<file path="src/rtl/frt_pkg.sv">
`timescale 1ns / 1ps
// ----------------------------------------------------------------------------
// Fragment reassembly tracker package
// Shared widths, status codes and payload types.
// ----------------------------------------------------------------------------
package frt_pkg;

   localparam int PoolSlots = 16;
   localparam int MaxParts  = 32;
   localparam int SlotW     = $clog2(PoolSlots);
   localparam int MsW       = 48;

   localparam logic [2:0] ST_STORED    = 3'd0;
   localparam logic [2:0] ST_COMPLETE  = 3'd1;
   localparam logic [2:0] ST_DUPLICATE = 3'd2;
   localparam logic [2:0] ST_FULL      = 3'd3;
   localparam logic [2:0] ST_BAD       = 3'd4;
   localparam logic [2:0] ST_TICK      = 3'd5;

   localparam logic [1:0] REG_MAX_AGE  = 2'd0;
   localparam logic [1:0] REG_INTERVAL = 2'd1;
   localparam logic [1:0] REG_ENABLE   = 2'd2;

   typedef struct packed {
      logic        func;
      logic [63:0] sender_hi;
      logic [63:0] sender_lo;
      logic [31:0] sequence_req;
      logic [4:0]  part_index;
      logic [5:0]  part_count;
   } req_type;

   typedef struct packed {
      logic [2:0] status;
      logic [3:0] slot;
      logic [4:0] pruned_count;
   } rsp_type;

   typedef struct packed {
      logic [1:0]  index;
      logic [15:0] data;
   } csr_type;

   // One table entry as held in memory.
   typedef struct packed {
      logic [63:0]    sender_hi;
      logic [63:0]    sender_lo;
      logic [31:0]    sequence_num;
      logic [5:0]     parts_total;
      logic [31:0]    received_map;
      logic [5:0]     received_count;
      logic [MsW-1:0] birth_ms;
   } entry_type;

endpackage

</file>
<file path="src/rtl/frt_age_div.sv">
`timescale 1ns / 1ps
// ----------------------------------------------------------------------------
// Fragment reassembly tracker age check
// Tells whether a 48-bit age in milliseconds exceeds a limit in whole seconds.
// ----------------------------------------------------------------------------
module frt_age_div (
   input  logic                    clock,
   input  logic                    reset,
   input  logic                    start,
   input  logic [frt_pkg::MsW-1:0] age_ms,
   input  logic [15:0]             max_age_s,
   output logic                    done,
   output logic                    over
);
   import frt_pkg::*;

   logic [16:0] limit_s;
   logic [26:0] limit_ms;
   logic        over_ff, over_in;
   logic        done_ff, done_in;

   // The whole-second age exceeds the limit exactly when the age in
   // milliseconds reaches 1000 times the limit plus one second.
   always_comb begin
      limit_s  = {1'b0, max_age_s} + 17'd1;
      limit_ms = {limit_s, 10'd0} - {6'd0, limit_s, 4'd0} - {7'd0, limit_s, 3'd0};
      over_in  = (age_ms >= {{(MsW-27){1'b0}}, limit_ms});
      done_in  = start;
   end

   always_ff @(posedge clock) begin
      over_ff <= over_in;
      if (reset) begin
         done_ff <= 1'b0;
      end else begin
         done_ff <= done_in;
      end
   end

   assign done = done_ff;
   assign over = over_ff;

endmodule

</file>
<file path="config.mk">
export PLATFORM = sky130hd
export DESIGN_NAME = frt_age_div
export DESIGN_NICKNAME = d
export VERILOG_FILES = /design/src/rtl/frt_pkg.sv /design/src/rtl/frt_age_div.sv
export SDC_FILE = /design/constraint.sdc
export NUM_CORES = 1
export LEC_CHECK = 0
export ABC_AREA = 0
export BUFFER_PORTS_ARGS = -buffer_cell sky130_fd_sc_hd__buf_2
export CAP_MARGIN = 10
export CORE_MARGIN = 4
export CORE_UTILIZATION = 40
export DETAILED_ROUTE_END_ITERATION = 6
export SYNTH_ARGS = -nofsm -noshare
export SYNTH_HDL_FRONTEND = slang
export SYNTH_SLANG_ARGS = --single-unit
</file>
<file path="constraint.sdc">
create_clock -name clock -period 10.7 [get_ports clock]
set_clock_uncertainty 0.2 [all_clocks]
set_input_delay 0 -clock clock [delete_from_list [all_inputs] [get_ports clock]]
set_output_delay 0 -clock clock [all_outputs]
set_load 0.01 [all_outputs]
</file>
==> flow_summary.html <==
<table>
<tr><th>Metric</th><th>Value</th></tr>
<tr><th colspan="2">Synthesis</th></tr>
<tr><td>Main combinational cell family by area after synthesis</td><td>adder cells</td></tr>
<tr><td>Mux contribution to synthesized area</td><td>0.00409</td></tr>
<tr><td>Number of register bits inferred by synthesis</td><td>2</td></tr>
<tr><td>Adder and majority gate portion of the synthesized area</td><td>0.311</td></tr>
<tr><td>Synth Area in Compound Gates</td><td>0.230</td></tr>
<tr><td>Most used DFF post-synth</td><td>sky130_fd_sc_hd__dfxtp_1</td></tr>
<tr><td>Number of enable flip-flop cells after synthesis</td><td>0</td></tr>
<tr><td>Average footprint of a synthesized cell</td><td>8.15 sq um</td></tr>
<tr><td>Cell area after synthesis</td><td>~2400 sq um</td></tr>
<tr><td>Sequential cell area fraction in the yosys report</td><td>0.0164</td></tr>
<tr><td>Gate count after technology mapping</td><td>300</td></tr>
<tr><td>Area share of and/or/nand/nor cells after synthesis</td><td>0.187</td></tr>
<tr><td>Post-synth ARST share</td><td>0</td></tr>
<tr><td>Unique masters post-synth</td><td>between 50 and 60</td></tr>
<tr><td>Xor/xnor cell area share of the yosys netlist</td><td>0.180</td></tr>
<tr><td>Total of warnings raised by yosys</td><td>0</td></tr>
<tr><td>Net Count, Synth</td><td>426</td></tr>
<tr><th colspan="2">Routing</th></tr>
<tr><td>Drt wl/cell</td><td>between 10 and 15 microns</td></tr>
<tr><td>Final routed DRC violation total</td><td>0</td></tr>
<tr><td>Antenna viol nets, final</td><td>0</td></tr>
<tr><td>Aggregate routed wire length</td><td>5.58 mm</td></tr>
<tr><td>Number of iterations in the first detailed-routing pass</td><td>4</td></tr>
<tr><td>Violation count after the first detailed-route iteration</td><td>98</td></tr>
<tr><td>Via count</td><td>around 2300</td></tr>
<tr><td>Vias per std cell</td><td>about 5.3</td></tr>
<tr><th colspan="2">Floorplanning</th></tr>
<tr><td>Chip Width</td><td>86.2 microns</td></tr>
<tr><td>Core region area</td><td>just under 6000 sq um</td></tr>
<tr><td>Initial core utilization</td><td>0.413</td></tr>
<tr><td>Number of primary I/O pins</td><td>between 60 and 70</td></tr>
<tr><td>Die footprint</td><td>about 7400 sq um</td></tr>
<tr><td>Floorplan row count</td><td>28</td></tr>
<tr><td>DIE HEIGHT</td><td>~86 microns</td></tr>
<tr><th colspan="2">Layout</th></tr>
<tr><td>Layout area overhead</td><td>16.8%</td></tr>
<tr><td>Number of non-filler instances in the completed layout</td><td>around 440</td></tr>
<tr><td>Layout Cell Area excl Fill</td><td>between 2000 and 3000 sq um</td></tr>
<tr><td>Nets@finish</td><td>491</td></tr>
<tr><td>Proportion of layout cells with a drive suffix above 1</td><td>0.245</td></tr>
<tr><td>Number of diodes added for antenna fixing</td><td>0</td></tr>
<tr><th colspan="2">Global route</th></tr>
<tr><td>Maximum number of pins on one net before global-route repair</td><td>13</td></tr>
<tr><td>GRT overflow</td><td>0</td></tr>
<tr><td>Antenna violations before repair</td><td>0</td></tr>
<tr><td>Overall global routing resource usage</td><td>0.152</td></tr>
<tr><td>Number of global-route vias before repair</td><td>around 2200</td></tr>
<tr><td>Global-route wire length before repair</td><td>between 9 and 10 mm</td></tr>
<tr><th colspan="2">Timing</th></tr>
<tr><td>Unrepaired setup endpoints after global routing</td><td>no</td></tr>
<tr><td>Min Tclk post-route</td><td>~5000 ps</td></tr>
<tr><td>Slew margin rel.</td><td>0.603</td></tr>
<tr><td>Number of hold-slack violations in the final timing report</td><td>0</td></tr>
<tr><td>Slew @ Worst Pin</td><td>591 ps</td></tr>
<tr><td>Final setup TNS</td><td>0 ps</td></tr>
<tr><td>Fin. max-slew vios</td><td>0</td></tr>
<tr><td>Share of the clock period used by the worst path</td><td>0.464</td></tr>
<tr><td>Final setup vio count</td><td>0</td></tr>
<tr><td>Maximum clock rate</td><td>approximately 0.2 GHz</td></tr>
<tr><th colspan="2">Clocking</th></tr>
<tr><td>Post-CTS sizing</td><td>0</td></tr>
<tr><td>Clock tree from TritonCTS</td><td>built</td></tr>
<tr><td>Clk pin slew, worst setup/hold paths</td><td>roughly 30 ps</td></tr>
<tr><td>Clock root buffer</td><td>sky130_fd_sc_hd__clkbuf_8</td></tr>
<tr><td>Deepest level of the CTS H-tree</td><td>1</td></tr>
<tr><td>Clock Path Buffers</td><td>2</td></tr>
<tr><td>TritonCTS buffer count</td><td>3</td></tr>
<tr><td>Clock sink count</td><td>2</td></tr>
<tr><th colspan="2">Placed design</th></tr>
<tr><td>Routability cong.</td><td>between 0.8 and 0.9</td></tr>
<tr><td>Cell total after placement</td><td>around 430</td></tr>
<tr><td>Placed cell area</td><td>around 2800 sq um</td></tr>
<tr><td>Detail Placement HPWL</td><td>between 4 and 5 mm</td></tr>
<tr><td>Quantity of I/O buffers inserted on ports</td><td>65</td></tr>
<tr><th colspan="2">Worst setup path</th></tr>
<tr><td>Cell with the largest stage delay on the worst path</td><td>sky130_fd_sc_hd__dlygate4sd3_1</td></tr>
<tr><td>Cell family with the largest share of critical-path delay</td><td>compound AO/OA/AOI/OAI gates</td></tr>
<tr><td>Critical Path Start Type</td><td>primary input</td></tr>
<tr><td>Kind of critical path</td><td>primary input to register</td></tr>
<tr><td>CP bufs+invs</td><td>2</td></tr>
<tr><td>Peak fanout along the critical path</td><td>12</td></tr>
<tr><td>Data required, critical path</td><td>roughly 11000 ps</td></tr>
<tr><td>CP Data Arrival Time</td><td>4850 ps</td></tr>
<tr><td>CP most frequent cell</td><td>sky130_fd_sc_hd__ha_1</td></tr>
<tr><td>Ordered cell list for the critical path</td><td>buf_2, ha_1, nand3_2, nor3_2, xnor2_2, xor2_1, ha_1, a21o_1, ha_1, a21o_1, nand2b_1, nor2_1, a211oi_1, a41oi_2, xor2_1, ha_1, a21o_1, a211oi_1, dlygate4sd3_1, o21ai_0</td></tr>
<tr><td>Category of the worst setup path capture point</td><td>register</td></tr>
<tr><td>Maximum cell stage delay along the critical path</td><td>560 ps</td></tr>
<tr><th colspan="2">Power and ir drop</th></tr>
<tr><td>Largest vdd supply drop</td><td>approximately 0.000077 V</td></tr>
<tr><td>Static Leak</td><td>1.42 nW</td></tr>
<tr><td>Power density relative to cell area</td><td>97.5 nW/um^2</td></tr>
<tr><td>Total power</td><td>roughly 0.28 mW</td></tr>
<tr><th colspan="2">Worst hold path</th></tr>
<tr><td>Worst min path class</td><td>primary input to register</td></tr>
<tr><th colspan="2">Job</th></tr>
<tr><td>Max Cap Violations</td><td>0</td></tr>
<tr><th colspan="2">Outcome</th></tr>
<tr><td>Status</td><td>finished clean</td></tr>
</table>
==> where the power goes <==
| group | total (mW) | switching (mW) | internal, mW |
|---|---|---|---|
| clock | 0.0288 | 0.00513 | 0.0237 |
| combinational | 0.242 | 0.134 | 0.108 |
| sequential | 0.00779 | 0.0000579 | 0.00773 |
==> final cells by class <==
type | instances | area [sq um]
Sequential cell | 2 | 40.0
Tap cell | 75 | 93.8
Clock buffer | 3 | 41.3
Inverter | 17 | 63.8
Multi-Input combinational cell | 270 | 2230
Fill cell | 602 | 3060
Timing Repair Buffer | 71 | 385
==> cell usage in the layout, fill, tap and decap left out, drive strengths merged, types with 4 or more instances in the layout <==
cell type / count
nor4: 7
nand4: 9
nand2: 22
xnor2: 17
ha: 56
a21o: 16
xor2: 26
a211oi: 5
inv: 17
dlygate4sd3: 6
and3: 4
nand3: 11
o21a: 4
o21ai: 19
nor2: 10
nand2b: 5
a21oi: 28
buf: 65
==> flip-flops by register name, indices dropped and copies added (netlist names) <==
signal	count
over	1
done	1
==> kinds of logic after synthesis <==
family | after synthesis
AOI/OAI and AO/OA | 87
buffers and inverters | 28
and+or+nand+nor | 80
muxes | 1
DFF | 2
adders and majority gates | 59
xor gates and xnor gates | 43
==> cell usage after synthesis, types with 6 or more instances <==
cell type | count | share of area
sky130_fd_sc_hd__nor4_1 | 6 | 0.015
sky130_fd_sc_hd__nand4_1 | 8 | 0.020
sky130_fd_sc_hd__xor2_1 | 24 | 0.086
sky130_fd_sc_hd__xnor2_1 | 15 | 0.054
sky130_fd_sc_hd__nand2_1 | 22 | 0.034
sky130_fd_sc_hd__nand3_1 | 9 | 0.018
sky130_fd_sc_hd__o21ai_0 | 14 | 0.029
sky130_fd_sc_hd__nor2_1 | 10 | 0.015
sky130_fd_sc_hd__a21o_1 | 15 | 0.046
sky130_fd_sc_hd__a21oi_1 | 27 | 0.055
sky130_fd_sc_hd__ha_1 | 56 | 0.29
sky130_fd_sc_hd__inv_1 | 17 | 0.026
==> through the flow <==
step	utilization	hold slack (ps)	setup slack (ps)
final	0.482	20.2	5730
after global routing	0.482	101	5290
after CTS	0.482	27.0	5720
after detailed placement	0.465	-36.4	5550
after global placement	0.465	-41.6	5560
after floorplan	-	-128	6350
==> routing by layer <==
layer,GRT usage,vias to the layer above,share of wire
li1,-,1236,-
met2,0.245,44,0.44
met5,0,-,0
met4,0.0127,0,0.0022
met1,0.229,1038,0.51
met3,0.0133,2,0.048
==> path summary, 6_finish.rpt <==
path / startpoint / end / slack, ps / depth (start not counted)
setup / recovery: max_age_s[0] / over / 5730 / 20
hold / removal: age_ms[24] / over / 20 / 4
==> what timing repair did <==
item | in CTS | in global routing
setup buffers | 0 | 0
endpoints found under the hold margin | 2 | 0
hold buffers | 6 | 0
Note: power is estimated with default switching activity, not from simulation.
